[config.mk]
export PLATFORM = sky130hd
export DESIGN_NAME = video_stream_deframer_top
export DESIGN_NICKNAME = d
export VERILOG_FILES = /design/src/vsd_pkg.sv /design/src/video_stream_deframer_top.sv /design/src/vsd_parser.sv /design/src/vsd_queue.sv /design/src/vsd_emit.sv
export SDC_FILE = /design/constraint.sdc
export NUM_CORES = 1
export LEC_CHECK = 0
export BUFFER_PORTS_ARGS = -buffer_cell sky130_fd_sc_hd__buf_2
export CAP_MARGIN = 20
export CORE_AREA = 3 3 270 272
export CTS_CLUSTER_SIZE = 20
export DETAILED_ROUTE_END_ITERATION = 6
export DIE_AREA = 0 0 273 275
export HOLD_SLACK_MARGIN = 0.02
export PLACE_DENSITY = 0.79
export SETUP_SLACK_MARGIN = 0.5
export SYNTH_ARGS = -nofsm -noshare
export SYNTH_HDL_FRONTEND = slang
export SYNTH_SLANG_ARGS = --single-unit
[constraint.sdc]
create_clock -name i_clk -period 37 [get_ports i_clk]
set_clock_uncertainty 0.05 [all_clocks]
set_input_delay 7.4 -clock i_clk [delete_from_list [all_inputs] [get_ports i_clk]]
set_output_delay 7.4 -clock i_clk [all_outputs]
set_load 0.05 [all_outputs]
[src/vsd_pkg.sv]
// Package for the video stream deframer: event kinds, parser phases, queue sizing
// and the structs passed between the parser, the event queue and the emitter.
// No dependencies.
`timescale 1ns / 1ps
`default_nettype none

package vsd_pkg;

    localparam int NAME_HEADER_BYTES = 64;
    localparam int Q_DEPTH           = 4;
    localparam int Q_AW              = $clog2(Q_DEPTH);

    localparam logic [31:0] NAME_HDR_LEN      = 32'(NAME_HEADER_BYTES);
    localparam logic [31:0] MAX_PAYLOAD_RESET = 32'd16777216;

    localparam logic [31:0] ID_H264 = 32'h68323634;
    localparam logic [31:0] ID_H265 = 32'h68323635;
    localparam logic [31:0] ID_AV01 = 32'h61763031;

    localparam logic [1:0] CODEC_H264 = 2'd0;
    localparam logic [1:0] CODEC_H265 = 2'd1;
    localparam logic [1:0] CODEC_AV1  = 2'd2;

    localparam logic [31:0] WORD_LAST_IDX  = 32'd3;
    localparam logic [31:0] TS_BYTES       = 32'd8;
    localparam logic [31:0] FHDR_LAST_IDX  = 32'd11;

    typedef enum logic [1:0] {
        EV_STREAM = 2'd0,
        EV_FRAME  = 2'd1,
        EV_DATA   = 2'd2,
        EV_ERROR  = 2'd3
    } t_kind;

    typedef enum logic [6:0] {
        PH_NAME    = 7'b0000001,
        PH_CODEC   = 7'b0000010,
        PH_WIDTH   = 7'b0000100,
        PH_HEIGHT  = 7'b0001000,
        PH_FHDR    = 7'b0010000,
        PH_PAYLOAD = 7'b0100000,
        PH_HALT    = 7'b1000000
    } t_phase;

    typedef struct packed {
        t_kind       kind;
        logic [7:0]  data;
        logic        last;
        logic [1:0]  codec;
        logic        unknown;
        logic [63:0] word64;
        logic [31:0] word32;
    } t_evt;

    typedef struct packed {
        t_kind       kind;
        logic [7:0]  data;
        logic        last;
        logic        cfg_frame;
        logic [61:0] timestamp;
        logic [31:0] size;
        logic [1:0]  codec;
        logic        unknown;
        logic [31:0] width;
        logic [31:0] height;
    } t_out;

    typedef struct packed {
        logic full;
        logic empty;
    } t_qstat;

endpackage

`default_nettype wire

[src/video_stream_deframer_top.sv]
// Channel  | Handshake              | Payload
// ---------+------------------------+---------------------------------------------
// input    | push / full            | i_stream_byte
// results  | empty / pop            | o_event_kind .. o_frame_height
// config   | i_cfg_we               | i_cfg_wdata (max_payload_bytes)
//
// One byte is accepted per cycle while full is low; the parser updates one counter
// and one shift register per byte. A result is loaded into the output register at
// the earliest on the edge after the one that accepts its byte, through a four-entry
// event queue. full follows the queue alone, so a stalled result side throttles
// input only once the queue is full.
// Reset is synchronous and needs no clearing pass.
// Top level: instantiates vsd_parser, vsd_queue and vsd_emit; uses vsd_pkg.
`timescale 1ns / 1ps
`default_nettype none

module video_stream_deframer_top
    import vsd_pkg::*;
(
    input  wire logic        i_clk,
    input  wire logic        i_rst_n,
    input  wire logic        push,
    output logic             full,
    input  wire logic [7:0]  i_stream_byte,
    input  wire logic        i_cfg_we,
    input  wire logic [31:0] i_cfg_wdata,
    output logic             empty,
    input  wire logic        pop,
    output logic [1:0]       o_event_kind,
    output logic [7:0]       o_data_byte,
    output logic             o_last_byte,
    output logic             o_cfg_frame,
    output logic [61:0]      o_timestamp_us,
    output logic [31:0]      o_frame_size,
    output logic [1:0]       o_codec,
    output logic             o_codec_unknown,
    output logic [31:0]      o_frame_width,
    output logic [31:0]      o_frame_height
);

    logic   w_accept;
    logic   w_q_push;
    logic   w_q_pop;
    logic   w_valid;
    t_evt   w_ev_in;
    t_evt   w_ev_out;
    t_qstat w_qstat;
    t_out   w_res;

    assign full     = w_qstat.full;
    assign w_accept = push && !w_qstat.full;

    vsd_parser u_parser (
        .i_clk       (i_clk),
        .i_rst_n     (i_rst_n),
        .i_accept    (w_accept),
        .i_byte      (i_stream_byte),
        .i_cfg_we    (i_cfg_we),
        .i_cfg_wdata (i_cfg_wdata),
        .o_ev_valid  (w_q_push),
        .o_ev        (w_ev_in)
    );

    vsd_queue u_queue (
        .i_clk   (i_clk),
        .i_rst_n (i_rst_n),
        .i_push  (w_q_push),
        .i_evt   (w_ev_in),
        .i_pop   (w_q_pop),
        .o_evt   (w_ev_out),
        .o_stat  (w_qstat)
    );

    vsd_emit u_emit (
        .i_clk   (i_clk),
        .i_rst_n (i_rst_n),
        .i_evt   (w_ev_out),
        .i_qstat (w_qstat),
        .i_pop   (pop),
        .o_q_pop (w_q_pop),
        .o_valid (w_valid),
        .o_res   (w_res)
    );

    assign empty           = !w_valid;
    assign o_event_kind    = w_res.kind;
    assign o_data_byte     = w_res.data;
    assign o_last_byte     = w_res.last;
    assign o_cfg_frame     = w_res.cfg_frame;
    assign o_timestamp_us  = w_res.timestamp;
    assign o_frame_size    = w_res.size;
    assign o_codec         = w_res.codec;
    assign o_codec_unknown = w_res.unknown;
    assign o_frame_width   = w_res.width;
    assign o_frame_height  = w_res.height;

`ifndef ASSERT_OFF
    a_no_push_when_full: assert property (@(posedge i_clk) disable iff (!i_rst_n)
        w_qstat.full |-> !w_q_push)
        else $error("event queue written while full");

    a_no_pop_when_empty: assert property (@(posedge i_clk) disable iff (!i_rst_n)
        w_q_pop |-> !w_qstat.empty)
        else $error("event queue read while empty");

    a_load_only_when_free: assert property (@(posedge i_clk) disable iff (!i_rst_n)
        w_q_pop |-> (empty || pop))
        else $error("output register overwritten before its request was taken");

    a_data_after_load: assert property (@(posedge i_clk) disable iff (!i_rst_n)
        w_q_pop |=> !empty)
        else $error("loaded request not presented");
`endif

endmodule

`default_nettype wire

[src/vsd_parser.sv]
// Front part of the deframer: accepts stream bytes, tracks the parse phase and
// builds one classified event per byte that causes a result. Uses vsd_pkg.
`timescale 1ns / 1ps
`default_nettype none

module vsd_parser
    import vsd_pkg::*;
(
    input  wire logic        i_clk,
    input  wire logic        i_rst_n,
    input  wire logic        i_accept,
    input  wire logic [7:0]  i_byte,
    input  wire logic        i_cfg_we,
    input  wire logic [31:0] i_cfg_wdata,
    output logic             o_ev_valid,
    output t_evt             o_ev
);

    t_phase      r_phase, n_phase;
    logic [31:0] r_cnt, n_cnt;
    logic [63:0] r_hdr, n_hdr;
    logic [31:0] r_size, n_size;
    logic [31:0] r_codec, n_codec;
    logic [31:0] r_width, n_width;
    logic [31:0] r_max;

    logic [31:0] sh32;
    logic [63:0] sh64;
    logic        pay_last;

    assign sh32     = {r_size[23:0], i_byte};
    assign sh64     = {r_hdr[55:0], i_byte};
    assign pay_last = ({1'b0, r_cnt} + 33'd1) >= {1'b0, r_size};

    always_comb begin
        n_phase    = r_phase;
        n_cnt      = r_cnt;
        n_hdr      = r_hdr;
        n_size     = r_size;
        n_codec    = r_codec;
        n_width    = r_width;
        o_ev_valid = 1'b0;
        o_ev       = '0;
        if (i_accept) begin
            unique case (r_phase) inside
                PH_NAME: begin
                    if (r_cnt + 32'd1 >= NAME_HDR_LEN) begin
                        n_phase = PH_CODEC;
                        n_cnt   = '0;
                    end else begin
                        n_cnt = r_cnt + 32'd1;
                    end
                end
                PH_CODEC, PH_WIDTH, PH_HEIGHT: begin
                    n_size = sh32;
                    if (r_cnt < WORD_LAST_IDX) begin
                        n_cnt = r_cnt + 32'd1;
                    end else begin
                        n_cnt = '0;
                        if (r_phase == PH_CODEC) begin
                            n_codec = sh32;
                            n_size  = '0;
                            n_phase = PH_WIDTH;
                        end else if (r_phase == PH_WIDTH) begin
                            n_width = sh32;
                            n_size  = '0;
                            n_phase = PH_HEIGHT;
                        end else begin
                            o_ev_valid    = 1'b1;
                            o_ev.kind     = EV_STREAM;
                            o_ev.word64   = {r_width, sh32};
                            if (r_codec == ID_H265) begin
                                o_ev.codec = CODEC_H265;
                            end else if (r_codec == ID_AV01) begin
                                o_ev.codec = CODEC_AV1;
                            end else begin
                                o_ev.codec   = CODEC_H264;
                                o_ev.unknown = (r_codec != ID_H264);
                            end
                            n_size  = '0;
                            n_hdr   = '0;
                            n_phase = PH_FHDR;
                        end
                    end
                end
                PH_FHDR: begin
                    if (r_cnt < TS_BYTES) begin
                        n_hdr = sh64;
                        n_cnt = r_cnt + 32'd1;
                    end else begin
                        n_size = sh32;
                        if (r_cnt < FHDR_LAST_IDX) begin
                            n_cnt = r_cnt + 32'd1;
                        end else begin
                            n_cnt       = '0;
                            o_ev_valid  = 1'b1;
                            o_ev.word32 = sh32;
                            if (sh32 == 32'd0 || sh32 > r_max) begin
                                o_ev.kind = EV_ERROR;
                                n_phase   = PH_HALT;
                            end else begin
                                o_ev.kind   = EV_FRAME;
                                o_ev.word64 = r_hdr;
                                n_phase     = PH_PAYLOAD;
                            end
                        end
                    end
                end
                PH_PAYLOAD: begin
                    o_ev_valid = 1'b1;
                    o_ev.kind  = EV_DATA;
                    o_ev.data  = i_byte;
                    o_ev.last  = pay_last;
                    if (pay_last) begin
                        n_cnt   = '0;
                        n_size  = '0;
                        n_hdr   = '0;
                        n_phase = PH_FHDR;
                    end else begin
                        n_cnt = r_cnt + 32'd1;
                    end
                end
                default: begin
                end
            endcase
        end
    end

    always_ff @(posedge i_clk) begin
        if (!i_rst_n) begin
            r_phase <= PH_NAME;
            r_cnt   <= '0;
            r_hdr   <= '0;
            r_size  <= '0;
            r_codec <= '0;
            r_width <= '0;
            r_max   <= MAX_PAYLOAD_RESET;
        end else begin
            r_phase <= n_phase;
            r_cnt   <= n_cnt;
            r_hdr   <= n_hdr;
            r_size  <= n_size;
            r_codec <= n_codec;
            r_width <= n_width;
            if (i_cfg_we) begin
                r_max <= i_cfg_wdata;
            end
        end
    end

endmodule

`default_nettype wire

[src/vsd_queue.sv]
// Short event queue between the parser and the emitter, built from flip-flops.
// Uses vsd_pkg for the event type and the queue depth.
`timescale 1ns / 1ps
`default_nettype none

module vsd_queue
    import vsd_pkg::*;
(
    input  wire logic i_clk,
    input  wire logic i_rst_n,
    input  wire logic i_push,
    input  wire t_evt i_evt,
    input  wire logic i_pop,
    output t_evt      o_evt,
    output t_qstat    o_stat
);

    t_evt            r_mem [Q_DEPTH];
    logic [Q_AW-1:0] r_wptr, r_rptr;
    logic [Q_AW:0]   r_count;

    assign o_stat.full  = (r_count == (Q_AW + 1)'(Q_DEPTH));
    assign o_stat.empty = (r_count == '0);
    assign o_evt        = r_mem[r_rptr];

    always_ff @(posedge i_clk) begin
        if (i_push) begin
            r_mem[r_wptr] <= i_evt;
        end
    end

    always_ff @(posedge i_clk) begin
        if (!i_rst_n) begin
            r_wptr  <= '0;
            r_rptr  <= '0;
            r_count <= '0;
        end else begin
            if (i_push) begin
                r_wptr <= r_wptr + 1'b1;
            end
            if (i_pop) begin
                r_rptr <= r_rptr + 1'b1;
            end
            if (i_push && !i_pop) begin
                r_count <= r_count + 1'b1;
            end else if (!i_push && i_pop) begin
                r_count <= r_count - 1'b1;
            end
        end
    end

endmodule

`default_nettype wire

[src/vsd_emit.sv]
// Back part of the deframer: takes events from the queue, formats the result
// fields and holds them in the output register until popped. Uses vsd_pkg.
`timescale 1ns / 1ps
`default_nettype none

module vsd_emit
    import vsd_pkg::*;
(
    input  wire logic   i_clk,
    input  wire logic   i_rst_n,
    input  wire t_evt   i_evt,
    input  wire t_qstat i_qstat,
    input  wire logic   i_pop,
    output logic        o_q_pop,
    output logic        o_valid,
    output t_out        o_res
);

    logic r_valid;
    t_out r_res, n_res;

    assign o_q_pop = !i_qstat.empty && (!r_valid || i_pop);
    assign o_valid = r_valid;
    assign o_res   = r_res;

    always_comb begin
        n_res      = '0;
        n_res.kind = i_evt.kind;
        case (i_evt.kind)
            EV_STREAM: begin
                n_res.codec   = i_evt.codec;
                n_res.unknown = i_evt.unknown;
                n_res.width   = i_evt.word64[63:32];
                n_res.height  = i_evt.word64[31:0];
            end
            EV_FRAME: begin
                n_res.cfg_frame = i_evt.word64[63];
                n_res.timestamp = i_evt.word64[63] ? '0 : i_evt.word64[61:0];
                n_res.size      = i_evt.word32;
            end
            EV_DATA: begin
                n_res.data = i_evt.data;
                n_res.last = i_evt.last;
            end
            default: begin
                n_res.size = i_evt.word32;
            end
        endcase
    end

    always_ff @(posedge i_clk) begin
        if (o_q_pop) begin
            r_res <= n_res;
        end
    end

    always_ff @(posedge i_clk) begin
        if (!i_rst_n) begin
            r_valid <= 1'b0;
        end else if (o_q_pop) begin
            r_valid <= 1'b1;
        end else if (i_pop) begin
            r_valid <= 1'b0;
        end
    end

endmodule

`default_nettype wire
==> metrics.md <==
| Metric | Value |
|---|---|
| Post-DP HPWL | `approximately 55,000 um` |
| Dominant synthesized flop cell | `edfxtp_1` |
| DRT iter0 DRCs | `between 2,000 and 2,500` |
| Vias per std cell | `about 6` |
| Met1 Use GR | `0.301` |
| Yosys reg bits | `854` |
| Die outline area | `approximately 75,000 um^2` |
| Htree depth | `3` |
| Setup Total Neg Slack | `0 ps` |
| Arr. time, crit path | `roughly 11,000 ps` |
| Max capacitance violation total | `0` |
| Synth Cell Area | `around 35,000 um^2` |
| Worst VDD drop | `0.0664 mV` |
| I/O Buffers | `219` |
| GRT busiest layer | `met2` |
| CP max FO | `63` |
| Violated checks | `design-rule violations` |
| Layout cells sized above 1 | `0.201` |
| I/O pins | `220` |
| Setup Fix Bufs, Post-CTS | `0` |
| Post-Syn Nets | `~2,600` |
| GP Congestion | `around 0.95` |
| Commonest non-fill, non-tap cell in the layout | `edfxtp_1` |
| Gate count of the mapped netlist | `around 2,500` |
| Vias in the first global route | `21,699` |
| Mean post-synth cell area | `13.9 um^2` |
| Worst-Margin Slew | `1110 ps` |
| Nets | `2,839` |
| Clk sink count | `854` |
| Tcrit/Tclk final | `0.284` |
| Hold Violations, Final | `0` |
| Power Density | `71.0 nW/um^2` |
| Pin count of the biggest net entering global routing | `~180` |
| Post-synth EDFFs | `about 610` |
| Cts repair resizes | `0` |
| Routed WL per cell | `between 20 and 25 um` |
| Num CTS Buffers | `86` |
| Overall Global Routing Usage | `0.227` |
| FP Rows | `between 90 and 100` |
| Unrepaired setup endpoints after global routing | `no` |
| Slew headroom | `0.262` |
| Die height | `about 280 um` |
| Final setup fails | `0` |
| Met2 GRT Util | `0.374` |
| Area growth, synth to finish | `14.5%` |
| Critical path launch point type | `primary input` |
| Overflow after GRT | `0` |
| CTS tree | `yes` |
| Pre-CTS WS | `~26,000 ps` |
| Post-route ant nets | `0` |
| WP data required | `approximately 37,000 ps` |
| Tmin final | `around 11,000 ps` |
| Initial core utilization | `0.495` |
| # diodes | `0` |
| Die W | `273 um` |
| Slew Limit Fails | `0` |
| Commonest non-fill, non-tap cells in the layout | `edfxtp_1, dfxtp_1, buf_2` |
| Syn. warnings | `0` |
| Seq/Total Area, Yosys | `0.661` |
| Vias | `between 20,000 and 25,000` |
| CTS Root Cell | `clkbuf_16` |
| Hold-fix buffers, CTS | `0` |
| Worst Setup Slack, final | `around 26,000 ps` |
| Distinct cells, synth | `77` |
| CTS Buffer Depth | `3` |
| CP Class | `primary input to register` |
| Drc violations | `34` |
| Fraction of registers with async set or reset after synthesis | `0` |
| First-pass GRT wire length | `approximately 130,000 um` |
| Routed WL | `86,900 um` |
| Initial antenna violation count | `0` |
| Core area | `around 70,000 um^2` |
| Clock-pin slew on the worst setup and hold paths | `about 60 ps` |
| Leakage Power | `between 10 and 15 nW` |
| Router iterations before antenna repair | `7` |
| Nature of the critical path endpoint | `register` |
| Met3 usage | `0.0421` |
| Max frequency | `0.0951 GHz` |
| Outcome | `complete, but fails checks` |
| Hold crit path type | `register to register` |
| Worst-Skew Late Latency | `670 ps` |
-- cells by family (layout without fill, tap and decap cells) --
group           Yosys count  count (layout)  share of synthesized area
simple gates            808             808                      0.118
compound gates          304             304                     0.0567
mux                     215             215                      0.100
flops                   854             854                      0.661
buf+inv                 244             508                     0.0294
xor+xnor                 34              34                    0.00848
fa+ha+maj                72              72                     0.0259
-- per-layer routing --
layer | vias to the layer above | part of all wire
met5 | - | 0
met4 | 0 | 0.034
met3 | 210 | 0.086
met2 | 1072 | 0.48
met1 | 11139 | 0.40
li1 | 9775 | -
-- critical path, cell delays in order --
cell,delay (ps)
buf_2,140
nand2b_1,270
or2_2,470
a31oi_1,600
and2_4,770
buf_4,950
-- worst paths after layout --
check	from	end	slack (ps)	depth (start not counted)
worst max-delay path	push	u_queue.r_mem[1][92]	26480	6
worst min-delay path	u_parser.r_hdr[60]	u_parser.r_hdr[60]	410	2
worst max register to register	u_parser.r_cnt[0]	u_parser.r_width[15]	30220	17
worst min register to register	u_parser.r_hdr[60]	u_parser.r_hdr[60]	410	2
-- flip-flops by register name (all words and copies together) (netlist names), named ones only --
| signal | cells |
|---|---|
| u_queue.r_wptr | 2 |
| u_parser.r_width | 32 |
| u_queue.r_rptr | 2 |
| u_emit.o_valid | 1 |
| u_queue.r_count | 3 |
| u_parser.r_max | 32 |
| u_parser.r_hdr | 64 |
| u_queue.r_mem | 440 |
| u_emit.o_res | 173 |
| u_parser.r_cnt | 32 |
| u_parser.r_codec | 32 |
| u_parser.r_phase | 7 |
| u_parser.r_size | 32 |
-- cell type report --
cell class              instances  area, um^2
multi-input cells            1433       10900
clock buffers                 113        2430
repair buffers                267        1570
well taps                     950        1190
fillers                      5389       30800
flip-flops and latches        854       23200
clock inverters                48         564
inverters                      80         305
-- synth_stat cells (17+ instances only) --
| cell type | number | area share |
|---|---|---|
| nand4_1 | 29 | 0.0052 |
| edfxtp_1 | 613 | 0.52 |
| nor2_1 | 177 | 0.019 |
| xnor2_1 | 21 | 0.0052 |
| dfxtp_1 | 241 | 0.14 |
| clkbuf_1 | 113 | 0.012 |
| nand2_1 | 164 | 0.018 |
| a22o_1 | 64 | 0.016 |
| ha_1 | 71 | 0.025 |
| nor3_1 | 22 | 0.0031 |
| and2_1 | 156 | 0.028 |
| o21ai_0 | 24 | 0.0034 |
| nor2b_1 | 46 | 0.0082 |
| nor4_1 | 24 | 0.0043 |
| mux4_2 | 109 | 0.070 |
| inv_1 | 78 | 0.0083 |
| buf_1 | 25 | 0.0027 |
| mux2i_1 | 104 | 0.030 |
| a21oi_1 | 133 | 0.019 |
| nand3_1 | 112 | 0.016 |
| and3_1 | 17 | 0.0030 |
-- per-stage QoR --
step / hold slack [ps] / instances / area (um^2) / power, mW / utilization
3_3_place_gp: 392 / 3579 / 37100 / 1.97 / 0.522
2_1_floorplan: 382 / 2531 / 35100 / 1.84 / -
4_1_cts: 405 / 3742 / 40100 / 2.88 / 0.565
5_1_grt: 428 / 3745 / 40200 / 2.95 / 0.567
6_report: 407 / 3745 / 40200 / 2.85 / 0.567
3_5_place_dp: 397 / 3581 / 37100 / 1.99 / 0.523
-- power by group --
part           leakage, nW  switching, mW  internal [mW]
sequential            7.89         0.0455           1.17
clock                 1.47          0.376          0.520
combinational         5.28          0.569          0.175
total                 14.6          0.991           1.86
No activity file was read; power rests on OpenSTA's default activity.
